[src/rtl/frc_pkg.sv]
`timescale 1ns / 1ps
// ----------------------------------------------------------------------------
// frc_pkg
// Shared constants, types and the CRC-8 step for the frame receiver.
// ----------------------------------------------------------------------------
package frc_pkg;

    localparam int MAX_PAYLOAD = 32;
    localparam int IDX_W       = (MAX_PAYLOAD > 1) ? $clog2(MAX_PAYLOAD) : 1;
    localparam int LEN_W       = 6;
    localparam int OUT_IDX_W   = 5;
    localparam int TDATA_W     = 32;

    localparam logic [7:0] CRC_POLY    = 8'h07;
    localparam logic [7:0] CRC_INIT    = 8'h00;
    localparam logic [7:0] START_RESET = 8'h02;

    // register index decoded from paddr[2]
    localparam logic REG_START = 1'b0;

    typedef struct packed {
        logic load_cmd;     // latch command, seed CRC
        logic load_len;     // latch length, clear fill index
        logic store_byte;   // write payload byte, advance fill index
        logic start_emit;   // clear emit index
        logic rd_req;       // read payload store at emit index
        logic load_out;     // load output register, advance emit index
    } frc_cmd_t;

    typedef struct packed {
        logic start_hit;
        logic len_zero;
        logic len_over;
        logic data_done;
        logic crc_match;
        logic out_free;
        logic emit_last;
    } frc_sts_t;

    // MSB-first CRC-8, no reflection, no final xor
    function automatic logic [7:0] crc8_update(input logic [7:0] crc, input logic [7:0] b);
        logic [7:0] c;
        c = crc ^ b;
        for (int i = 0; i < 8; i++) begin
            c = c[7] ? ((c << 1) ^ CRC_POLY) : (c << 1);
        end
        return c;
    endfunction

endpackage

[src/rtl/frc_ram.sv]
`timescale 1ns / 1ps
// ----------------------------------------------------------------------------
// frc_ram
// Generic single-write, single-read RAM with registered read data.
// ----------------------------------------------------------------------------
module frc_ram #(
    parameter int WIDTH = 8,
    parameter int DEPTH = 32,
    localparam int AW   = (DEPTH > 1) ? $clog2(DEPTH) : 1
) (
    input  logic             aclk,
    input  logic             we,
    input  logic [AW-1:0]    waddr,
    input  logic [WIDTH-1:0] wdata,
    input  logic             re,
    input  logic [AW-1:0]    raddr,
    output logic [WIDTH-1:0] rdata
);

    logic [WIDTH-1:0] mem_reg [DEPTH];
    logic [WIDTH-1:0] rd_data_reg;

    always_ff @(posedge aclk) begin
        if (we) begin
            mem_reg[waddr] <= wdata;
        end
        if (re) begin
            rd_data_reg <= mem_reg[raddr];
        end
    end

    assign rdata = rd_data_reg;

endmodule

[src/rtl/frc_ctrl.sv]
`timescale 1ns / 1ps
// ----------------------------------------------------------------------------
// frc_ctrl
// Frame phase state machine; drives datapath commands from status.
// ----------------------------------------------------------------------------
module frc_ctrl import frc_pkg::*; (
    input  logic     aclk,
    input  logic     aresetn,
    input  logic     s_tvalid,
    output logic     in_ready,
    input  frc_sts_t sts,
    output frc_cmd_t cmd
);

    localparam logic [2:0] ST_WAIT    = 3'd0;
    localparam logic [2:0] ST_CMD     = 3'd1;
    localparam logic [2:0] ST_LEN     = 3'd2;
    localparam logic [2:0] ST_DATA    = 3'd3;
    localparam logic [2:0] ST_CRC     = 3'd4;
    localparam logic [2:0] ST_EMIT_RD = 3'd5;
    localparam logic [2:0] ST_EMIT_LD = 3'd6;

    logic [2:0] state_reg;
    logic [2:0] state_next;
    logic       fire;

    // take input in every receive phase, hold it off while emitting
    assign in_ready = (state_reg == ST_WAIT) || (state_reg == ST_CMD) ||
                      (state_reg == ST_LEN)  || (state_reg == ST_DATA) ||
                      (state_reg == ST_CRC);
    assign fire     = s_tvalid && in_ready;

    always_comb begin
        state_next = state_reg;
        cmd        = '0;
        unique case (state_reg)
            ST_WAIT: begin
                if (fire && sts.start_hit) state_next = ST_CMD;
            end
            ST_CMD: begin
                if (fire) begin
                    cmd.load_cmd = 1'b1;
                    state_next   = ST_LEN;
                end
            end
            ST_LEN: begin
                if (fire) begin
                    cmd.load_len = 1'b1;
                    if (sts.len_zero)      state_next = ST_CRC;
                    else if (sts.len_over) state_next = ST_WAIT;
                    else                   state_next = ST_DATA;
                end
            end
            ST_DATA: begin
                if (fire) begin
                    cmd.store_byte = 1'b1;
                    if (sts.data_done) state_next = ST_CRC;
                end
            end
            ST_CRC: begin
                if (fire) begin
                    if (sts.crc_match) begin
                        cmd.start_emit = 1'b1;
                        state_next     = ST_EMIT_RD;
                    end else begin
                        state_next = ST_WAIT;
                    end
                end
            end
            ST_EMIT_RD: begin
                // issue the read only when the output slot is free next cycle
                if (sts.out_free) begin
                    cmd.rd_req = 1'b1;
                    state_next = ST_EMIT_LD;
                end
            end
            ST_EMIT_LD: begin
                cmd.load_out = 1'b1;
                state_next   = sts.emit_last ? ST_WAIT : ST_EMIT_RD;
            end
            default: begin
                state_next = ST_WAIT;
            end
        endcase
    end

    always_ff @(posedge aclk) begin
        if (!aresetn) begin
            state_reg <= ST_WAIT;
        end else begin
            state_reg <= state_next;
        end
    end

endmodule

[src/rtl/frc_datapath.sv]
`timescale 1ns / 1ps
// ----------------------------------------------------------------------------
// frc_datapath
// Held header fields, running CRC, payload store and output register.
// ----------------------------------------------------------------------------
module frc_datapath import frc_pkg::*; (
    input  logic               aclk,
    input  logic               aresetn,
    input  frc_cmd_t           cmd,
    input  logic [7:0]         start_byte,
    input  logic [7:0]         rx_byte,
    input  logic               m_tready,
    output frc_sts_t           sts,
    output logic               m_tvalid,
    output logic [TDATA_W-1:0] m_tdata,
    output logic               m_tuser,
    output logic               m_tlast
);

    logic [7:0]           held_cmd_reg;
    logic [LEN_W-1:0]     held_len_reg;
    logic [LEN_W-1:0]     fill_idx_reg;
    logic [7:0]           crc_reg;
    logic [IDX_W-1:0]     emit_idx_reg;
    logic                 out_valid_reg;
    logic [7:0]           out_cmd_reg;
    logic [LEN_W-1:0]     out_len_reg;
    logic [OUT_IDX_W-1:0] out_idx_reg;
    logic [7:0]           out_byte_reg;
    logic                 out_has_reg;
    logic                 out_last_reg;

    logic [7:0]           crc_next;
    logic [7:0]           rd_data;
    logic                 has_payload;
    logic [LEN_W:0]       fill_plus1;
    logic [LEN_W-1:0]     emit_plus1;

    frc_ram #(
        .WIDTH (8),
        .DEPTH (MAX_PAYLOAD)
    ) u_store (
        .aclk  (aclk),
        .we    (cmd.store_byte),
        .waddr (fill_idx_reg[IDX_W-1:0]),
        .wdata (rx_byte),
        .re    (cmd.rd_req),
        .raddr (emit_idx_reg),
        .rdata (rd_data)
    );

    assign crc_next    = crc8_update(cmd.load_cmd ? CRC_INIT : crc_reg, rx_byte);
    assign has_payload = (held_len_reg != '0);
    assign fill_plus1  = {1'b0, fill_idx_reg} + (LEN_W+1)'(1);
    assign emit_plus1  = LEN_W'(emit_idx_reg) + LEN_W'(1);

    always_comb begin
        sts.start_hit = (rx_byte == start_byte);
        sts.len_zero  = (rx_byte == 8'h00);
        sts.len_over  = (rx_byte > 8'(MAX_PAYLOAD));
        sts.data_done = (fill_plus1 >= {1'b0, held_len_reg});
        sts.crc_match = (crc_reg == rx_byte);
        sts.out_free  = !out_valid_reg || m_tready;
        sts.emit_last = !has_payload || (emit_plus1 == held_len_reg);
    end

    always_ff @(posedge aclk) begin
        if (!aresetn) begin
            held_cmd_reg  <= '0;
            held_len_reg  <= '0;
            fill_idx_reg  <= '0;
            crc_reg       <= CRC_INIT;
            emit_idx_reg  <= '0;
            out_valid_reg <= 1'b0;
        end else begin
            if (cmd.load_cmd) held_cmd_reg <= rx_byte;
            if (cmd.load_len) begin
                held_len_reg <= rx_byte[LEN_W-1:0];
                fill_idx_reg <= '0;
            end
            if (cmd.store_byte) fill_idx_reg <= fill_idx_reg + LEN_W'(1);
            if (cmd.load_cmd || cmd.load_len || cmd.store_byte) crc_reg <= crc_next;
            if (cmd.start_emit) emit_idx_reg <= '0;
            else if (cmd.load_out) emit_idx_reg <= emit_idx_reg + IDX_W'(1);
            if (cmd.load_out) out_valid_reg <= 1'b1;
            else if (m_tready) out_valid_reg <= 1'b0;
        end
    end

    always_ff @(posedge aclk) begin
        if (cmd.load_out) begin
            out_cmd_reg  <= held_cmd_reg;
            out_len_reg  <= held_len_reg;
            out_idx_reg  <= OUT_IDX_W'(emit_idx_reg);
            out_byte_reg <= has_payload ? rd_data : 8'h00;
            out_has_reg  <= has_payload;
            out_last_reg <= sts.emit_last;
        end
    end

    assign m_tvalid = out_valid_reg;
    assign m_tdata  = {(TDATA_W-27)'(0), out_byte_reg, out_idx_reg, out_len_reg, out_cmd_reg};
    assign m_tuser  = out_has_reg;
    assign m_tlast  = out_last_reg;

endmodule

[src/rtl/frame_receiver_crc8.sv]
`timescale 1ns / 1ps
// Emission: the first result of a good frame is valid once its CRC byte is
//   accepted and the controller has passed ST_EMIT_RD and ST_EMIT_LD.
// Throughput: input is taken every cycle while a frame is received; during
//   emission input stalls and each result takes a store read then an output
//   load, and waits while the sink holds off m_tready.
// Reset: synchronous, active low; start_byte 0x02; store and output data not reset.
// ----------------------------------------------------------------------------
// frame_receiver_crc8
// Start/length framed byte receiver with CRC-8 (poly 0x07) check.
// ----------------------------------------------------------------------------
module frame_receiver_crc8 import frc_pkg::*; (
    input  logic               aclk,
    input  logic               aresetn,
    // input stream
    input  logic               s_tvalid,
    output logic               s_tready,
    input  logic [7:0]         s_tdata,   // [7:0] rx_byte
    // result stream
    output logic               m_tvalid,
    input  logic               m_tready,
    output logic [TDATA_W-1:0] m_tdata,   // [7:0] frame_cmd, [13:8] frame_len,
                                          // [18:14] byte_index, [26:19] payload_byte
    output logic               m_tuser,   // [0] has_payload
    output logic               m_tlast,   // last result of the frame
    // configuration port
    input  logic               psel,
    input  logic               penable,
    input  logic               pwrite,
    input  logic [2:0]         paddr,
    input  logic [31:0]        pwdata,
    output logic [31:0]        prdata,
    output logic               pready
);

    logic [7:0] start_byte_reg;
    logic       cfg_wr;
    frc_cmd_t   cmd;
    frc_sts_t   sts;

    // Register file: a single start byte register, selected when paddr[2] is 0.
    assign pready = 1'b1;
    assign cfg_wr = psel && penable && pwrite && pready;

    always_ff @(posedge aclk) begin
        if (!aresetn) begin
            start_byte_reg <= START_RESET;
        end else if (cfg_wr && (paddr[2] == REG_START)) begin
            // hold the low byte of the request data
            start_byte_reg <= pwdata[7:0];
        end
    end

    always_comb begin
        unique case (paddr[2])
            REG_START: prdata = {24'h000000, start_byte_reg};
            default:   prdata = 32'h0000_0000;
        endcase
    end

    // Controller: tracks the frame phase and sequences emission.
    frc_ctrl u_ctrl (
        .aclk     (aclk),
        .aresetn  (aresetn),
        .s_tvalid (s_tvalid),
        .in_ready (s_tready),
        .sts      (sts),
        .cmd      (cmd)
    );

    // Datapath: header fields, running CRC, payload store, output register.
    frc_datapath u_dp (
        .aclk       (aclk),
        .aresetn    (aresetn),
        .cmd        (cmd),
        .start_byte (start_byte_reg),
        .rx_byte    (s_tdata),
        .m_tready   (m_tready),
        .sts        (sts),
        .m_tvalid   (m_tvalid),
        .m_tdata    (m_tdata),
        .m_tuser    (m_tuser),
        .m_tlast    (m_tlast)
    );

endmodule

[config.mk]
export PLATFORM = sky130hd
export DESIGN_NAME = frame_receiver_crc8
export DESIGN_NICKNAME = d
export VERILOG_FILES = /design/src/rtl/frc_pkg.sv /design/src/rtl/frc_ram.sv /design/src/rtl/frc_ctrl.sv /design/src/rtl/frc_datapath.sv /design/src/rtl/frame_receiver_crc8.sv
export SDC_FILE = /design/constraint.sdc
export NUM_CORES = 1
export LEC_CHECK = 0
export ABC_AREA = 1
export BUFFER_PORTS_ARGS = -buffer_cell sky130_fd_sc_hd__buf_4
export CAP_MARGIN = 20
export CELL_PAD_IN_SITES_DETAIL_PLACEMENT = 2
export CELL_PAD_IN_SITES_GLOBAL_PLACEMENT = 2
export CORE_UTILIZATION = 43
export DETAILED_ROUTE_END_ITERATION = 6
export PLACE_DENSITY = 0.85
export SLEW_MARGIN = 20
export SYNTH_ARGS = -nofsm -noshare
export SYNTH_HDL_FRONTEND = slang
export SYNTH_SLANG_ARGS = --single-unit
[constraint.sdc]
create_clock -name aclk -period 4.7 [get_ports aclk]
set_input_delay 0.705 -clock aclk [delete_from_list [all_inputs] [get_ports aclk]]
set_output_delay 0.705 -clock aclk [all_outputs]
set_load 0.01 [all_outputs]
---- Word-level counts from Yosys, hierarchy flattened ----
Memories as Yosys holds them, arrays and structs flattened. A register that Yosys moved wholly into a read port is not among the register bits.
Cells that the tools add are included.
cells by class
  add/subtract/negate cells ............... 4
  order comparisons ....................... 2
  equality and inequality tests ........... 16
  multiplexer cells ....................... 38
  bitwise gates (word level) .............. 11
  reductions and logical operators ........ 22
operator list
  kind                                                   number
  two-way mux 3 bit                                      18
  inverter 3 bit                                         8
  case mux 3 bit (7 select lines)                        1
  == test 8 bit                                          2
  two-way mux 8 bit                                      2
  two-way mux 1 bit                                      14
  two-way mux 6 bit                                      2
  == test 3 bit, second input constant                   3
  > comparator 8 x 6 -> 1 bit, second input constant     1
  logical NOT 8 bit                                      1
  logical OR 1 bit                                       8
  inequality test 2 x 1 -> 1 bit, second input constant  4
  bitwise XOR 8 bit                                      1
  adder 6 x 1 -> 7 bit, second input constant            1
  greater-or-equal comparator 7 x 6 -> 1 bit             1
  AND reduction 7 bit                                    1
  adder 5 x 1 -> 6 bit, second input constant            1
  adder 6 x 1 -> 6 bit, second input constant            1
  == test 3 x 2 -> 1 bit, second input constant          2
  == test 6 bit                                          1
  inequality test 2 bit, second input constant           3
  nonzero test 6 bit                                     1
  adder 5 x 1 -> 5 bit, second input constant            1
  logical AND 1 bit                                      5
  other kinds (7)                                        10
word-level totals
  bits in registers ....................... 74
  memory bits (writable) .................. 256
  output and inout bits ................... 69
  logic and storage cells ................. 108
  memories kept ........................... 1
memories
  memory                words  width  rd ports  clocked after Yosys merged registers in  wr ports  line           RTL
  u_dp.u_store.mem_reg  32     8      1         1                                        1         frc_ram.sv:20  logic [WIDTH-1:0] mem_reg [DEPTH];

---- Longest topological paths before layout ----
  word-level depth ........................ 26
  depth in mapped cells ................... 14

---- Modules after synthesis ----
Synthesis repeated with hierarchy kept, for this count alone.
unflattened totals
  cells, all modules ...................... 1,471
  area total of the unflattened synthesis .. 15,020.7 um2
modules (own cells, without submodules)
  module               instances  cells each  area each (um2)
  frc_ram              1          922         10,866.7
  frc_datapath         1          393         3,193.1
  frame_receiver_crc8  1          98          658.1
  frc_ctrl             1          58          302.8

---- Least setup slack after synthesis ----
No wires, ideal clock.
  path type ............................... reg2reg
  start point ............................. register u_ctrl.state_reg[1]
  end point ............................... register u_dp.emit_idx_reg[2]
  data arrival time ....................... 2,629 ps
  required time ........................... 4,575 ps
  setup slack ............................. 1,946 ps
  stages on the path, launching flop included .. 8
  path buffers ............................ 0
  cell sequence ........................... dfxtp_1 inv_2 nor2_1 inv_1 nor2_1 inv_1 a21oi_1 nor2_1
RTL lines
  what                    line                RTL
  from (decl)             frc_ctrl.sv:23      logic [2:0] state_reg;
  from (signal assigned)  frc_ctrl.sv:91      state_reg <= state_next;
  to (signal assigned)    frc_datapath.sv:84  else if (cmd.load_out) emit_idx_reg <= emit_idx_reg + IDX_W'(1);
  to (decl)               frc_datapath.sv:24  logic [IDX_W-1:0] emit_idx_reg;

---- Final worst setup path ----
  start point ............................. register u_dp.emit_idx_reg[0]
  end point ............................... register u_ctrl.state_reg[0]
on the way
  longest elaborated chain between the ends .. 5
ends and longest elaborated chain
  what                             line                RTL
  adder 5 x 1 -> 6 bit             frc_datapath.sv:55  assign emit_plus1 = LEN_W'(emit_idx_reg) + LEN_W'(1);
  == test 6 bit                    frc_datapath.sv:64  sts.emit_last = !has_payload || (emit_plus1 == held_len_reg);
  logical OR 1 bit                 frc_datapath.sv:64
  two-way mux 3 bit                frc_ctrl.sv:79      state_next = sts.emit_last ? ST_WAIT : ST_EMIT_RD;
  case mux 3 bit (7 select lines)  frc_ctrl.sv:36      unique case (state_reg)
Every way passes these cells.
A chain may end at the register's enable or synchronous reset.

==> PnR_summary.wiki <==
{| class="wikitable"
! Metric !! Value
|-
| Post-Place Cell Area || 15100 um^2
|-
| Kind of path behind the tightest hold check || in2reg
|-
| Clock transition at path regs || around 0.06 ns
|-
| Number of buffers between clock root and the deepest sink || 3
|-
| Static Leak || roughly 5.7 nW
|-
| Max frequency || about 310 MHz
|-
| Number of cells on the worst reg-to-reg path || 12
|-
| Count of final setup violators || 0
|-
| Antenna violations before repair || 0
|-
| Multi-input combinational cell area || approximately 3900 um^2
|-
| Req. time, crit path || between 5 and 6 ns
|-
| Post-synthesis to final-layout area growth || 12.8%
|-
| Worst ir drop on vdd || approximately 0.0002 V
|-
| Final setup TNS || 0 ns
|-
| Largest fanout on the critical path || 60
|-
| Clock Latency Late Sink || about 0.53 ns
|-
| CP endpoint kind || flip-flop
|-
| Filler cells || ~3300
|-
| Global-route wire length before repair || 73900 um
|-
| Number of DRC violations after detailed routing || 0
|-
| Final Hold Viols || 0
|-
| Clk Tree Root Cell || sky130_fd_sc_hd__clkbuf_16
|-
| Inserted Diodes || 0
|-
| Unrepaired setup endpoints after global routing || no
|-
| Proportion of synthesized flip-flops having asynchronous set or reset || 0%
|-
| Timing endpoint of the critical path || u_ctrl.state_reg[0]
|-
| Count of standard-cell rows || 66
|-
| Die extent in y || ~180 um
|-
| Final core area utilization || approximately half
|-
| Total Routed Length || about 50000 um
|-
| Gate count after technology mapping || between 1000 and 1500
|-
| Remaining global-route overflow || 0
|-
| Dominant synthesized flop cell || sky130_fd_sc_hd__edfxtp_1
|-
| Worst hold margin || around 0.43 ns
|-
| Post CTS Setup Buffer Count || 0
|-
| Count of input and output buffers || 62
|-
| Gates resized, CTS repair || 0
|-
| Final Net Count || 1387
|-
| Final ANT Viol Nets || 0
|-
| Areal power density over the cells || around 380 nW/um^2
|-
| H-Tree Level Count || 2
|-
| Run status || finished, final reports clean
|-
| Final clock period utilization by the worst path || between 60% and 70%
|-
| Initial detailed-routing violation count || 828
|-
| Number of detailed-route iterations in the first pass || 5
|-
| Final non-filler cell total || 1795
|-
| Worst slack at placement || about 1.7 ns
|-
| Total of warnings raised by yosys || 0
|-
| Kind of critical path || reg2reg
|-
| Launch point of the critical path || u_dp.emit_idx_reg[0]
|-
| Number of max-cap violations || 0
|-
| Drt wl/cell || ~28 um
|-
| Launch point of the worst hold path || pwdata[1]
|-
| Initial cell density of the core || 43.9%
|-
| Routed via count || 10607
|-
| Critical register-to-register path endpoint || u_ctrl.state_reg[0]
|-
| TritonCTS Buffers || 37
|-
| Pin count of the biggest net entering global routing || 76
|-
| Final setup slack of the worst path || between 1.5 and 2 ns
|-
| Post-placement cell count || around 1700
|-
| Top-level port count || 119
|-
| Overall track demand over capacity in global routing || just under 30%
|-
| Die area || around 34000 um^2
|-
| Core Area || 32700 um^2
|-
| CP Data Arrival Time || about 3.6 ns
|-
| Final std cell area, no fill || roughly 16000 um^2
|-
| Final Skew || approximately 0.019 ns
|-
| Proportion of layout cells with a drive suffix above 1 || 10.4%
|-
| Placer congestion estimate || approximately 0.8
|-
| Area of the mapped netlist || between 10000 and 15000 um^2
|-
| Vias in the first global route || approximately 12000
|-
| Sequential cell area || 9700 um^2
|-
| Die X-Extent || between 150 and 200 um
|-
| Post-synth cell types || 40
|-
| Startpoint kind of the worst setup timing path || flip-flop
|-
| Setup slack of the most critical reg-to-reg path || approximately 1.5 ns
|-
| HPWL after detailed placement || around 31000 um
|-
| Quantity of hold-fixing buffers added after cts || 0
|-
| EDFF count, synth || slightly below 300
|-
| Number of clock sinks || about 340
|-
| Crit Reg-Reg Startpoint || u_dp.emit_idx_reg[0]
|-
| Routed vias/inst || 5.91
|-
| Final-report max-slew violation count || 0
|-
| Time the worst path needs with I/O delays and setup || 3.19 ns
|-
| Part of the Yosys area used for sequential elements || 67.6%
|-
| Max-Slew Margin vs Limit || between 20% and 30%
|-
| Total power after layout || between 6 and 7 mW
|-
| Transition time at the pin with the least slew margin || 1.16 ns
|-
| Max FFs per register || 256
|-
| Average cell area after synthesis || roughly 11 um^2
|-
| CTS tree || built
|-
| Number of synthesized register bits || approximately 340
|}
==> cells in the final DEF, fill, tap and decap left out, types with 2 or more instances in the layout <==
cell type,count
sky130_fd_sc_hd__o21ai_4,2
sky130_fd_sc_hd__nand2_1,159
sky130_fd_sc_hd__inv_2,4
sky130_fd_sc_hd__a211oi_1,3
sky130_fd_sc_hd__o22ai_1,17
sky130_fd_sc_hd__o211ai_1,4
sky130_fd_sc_hd__nand3_1,53
sky130_fd_sc_hd__nor2_2,3
sky130_fd_sc_hd__dfxtp_1,43
sky130_fd_sc_hd__nand4_1,11
sky130_fd_sc_hd__a21oi_1,46
sky130_fd_sc_hd__clkbuf_16,38
sky130_fd_sc_hd__clkbuf_1,16
sky130_fd_sc_hd__nor2_1,214
sky130_fd_sc_hd__xnor2_1,8
sky130_fd_sc_hd__o21ai_0,148
sky130_fd_sc_hd__o21ai_2,2
sky130_fd_sc_hd__conb_1,30
sky130_fd_sc_hd__o21ai_1,5
sky130_fd_sc_hd__xor2_1,5
sky130_fd_sc_hd__o221ai_1,50
sky130_fd_sc_hd__a31oi_1,6
sky130_fd_sc_hd__buf_4,73
sky130_fd_sc_hd__edfxtp_1,293
sky130_fd_sc_hd__xor2_2,2
sky130_fd_sc_hd__clkbuf_8,2
sky130_fd_sc_hd__inv_1,75
sky130_fd_sc_hd__clkinv_1,5
sky130_fd_sc_hd__ha_1,11
sky130_fd_sc_hd__clkinv_2,5
sky130_fd_sc_hd__nor3_1,4
==> critical path: stages, from the launching register on <==
cell	delay (ns)
sky130_fd_sc_hd__dfxtp_4	0.79
sky130_fd_sc_hd__buf_4	0.53
sky130_fd_sc_hd__ha_1	0.37
sky130_fd_sc_hd__nand4_1	0.26
sky130_fd_sc_hd__nand2_1	0.18
sky130_fd_sc_hd__nand2_1	0.11
sky130_fd_sc_hd__nand2_1	0.10
sky130_fd_sc_hd__inv_1	0.07
sky130_fd_sc_hd__nand3_1	0.16
sky130_fd_sc_hd__nand3_1	0.12
sky130_fd_sc_hd__nand3_1	0.15
sky130_fd_sc_hd__nand2_1	0.06
sky130_fd_sc_hd__a21oi_1	0.14
==> power breakdown <==
part | leakage [nW] | internal [mW] | total [mW] | switching, mW
logic | 2.17 | 0.0354 | 0.152 | 0.116
registers | 2.99 | 3.25 | 3.25 | 0.00210
clock network | 0.543 | 1.58 | 2.81 | 1.23
total | 5.70 | 4.87 | 6.22 | 1.34
==> metal layers <==
| layer | vias to the layer above | GRT usage, % | share of wire (%) |
|---|---|---|---|
| met5 | - | 0 | 0 |
| met3 | 141 | 4.25 | 4.6 |
| li1 | 4579 | - | - |
| met4 | 0 | 14.7 | 4.9 |
| met2 | 400 | 53.9 | 52 |
| met1 | 5487 | 34.1 | 38 |
==> logic make-up (layout without fill, tap and decap cells) <==
logic type,after synthesis,count (layout),synth area share (%)
other,2,30,0.0523
adder cells (fa/ha/maj),11,11,0.959
flip-flops,338,338,67.6
XOR/XNOR,15,15,1.02
buffers and inverters,178,222,5.73
AO/OA/AOI/OAI,285,285,11.8
AND/OR/NAND/NOR,452,452,12.8
==> worst min path at each step <==
stage                                endpoint  slack, ns  cells after the start
final                       start_byte_reg[1]       0.43                      3
after global routing      u_dp.out_cmd_reg[4]       0.45                      0
after CTS                   start_byte_reg[1]       0.42                      3
after detailed placement  u_dp.out_cmd_reg[4]       0.42                      0
after global placement    u_dp.out_cmd_reg[5]       0.42                      0
after floorplan           u_dp.out_idx_reg[3]       0.40                      0
==> cell usage after synthesis, drive strengths merged, types with 6 or more instances <==
library cell,count,area share (%)
xnor2,8,0.49
clkbuf,43,1.1
a21oi,46,1.6
buf,52,2.4
xor2,7,0.53
o221ai,50,3.1
nand4,12,0.63
nand2,160,4.2
inv,80,2.1
o22ai,17,0.74
edfxtp,293,61
a31oi,6,0.26
o21ai,157,5.7
nor2,218,5.8
nand3,53,1.8
ha,11,0.96
dfxtp,45,6.3
==> final cells by class <==
type                       count  share of cell area (%)
inverter                      83                    1.96
clock inverter                10                   0.525
timing repair buffer          73                    3.38
clock buffer                  56                    6.41
multi-input combinational    793                    24.4
tap                          442                    3.41
sequential                   338                    59.9
(Power assumes the default switching activity.)
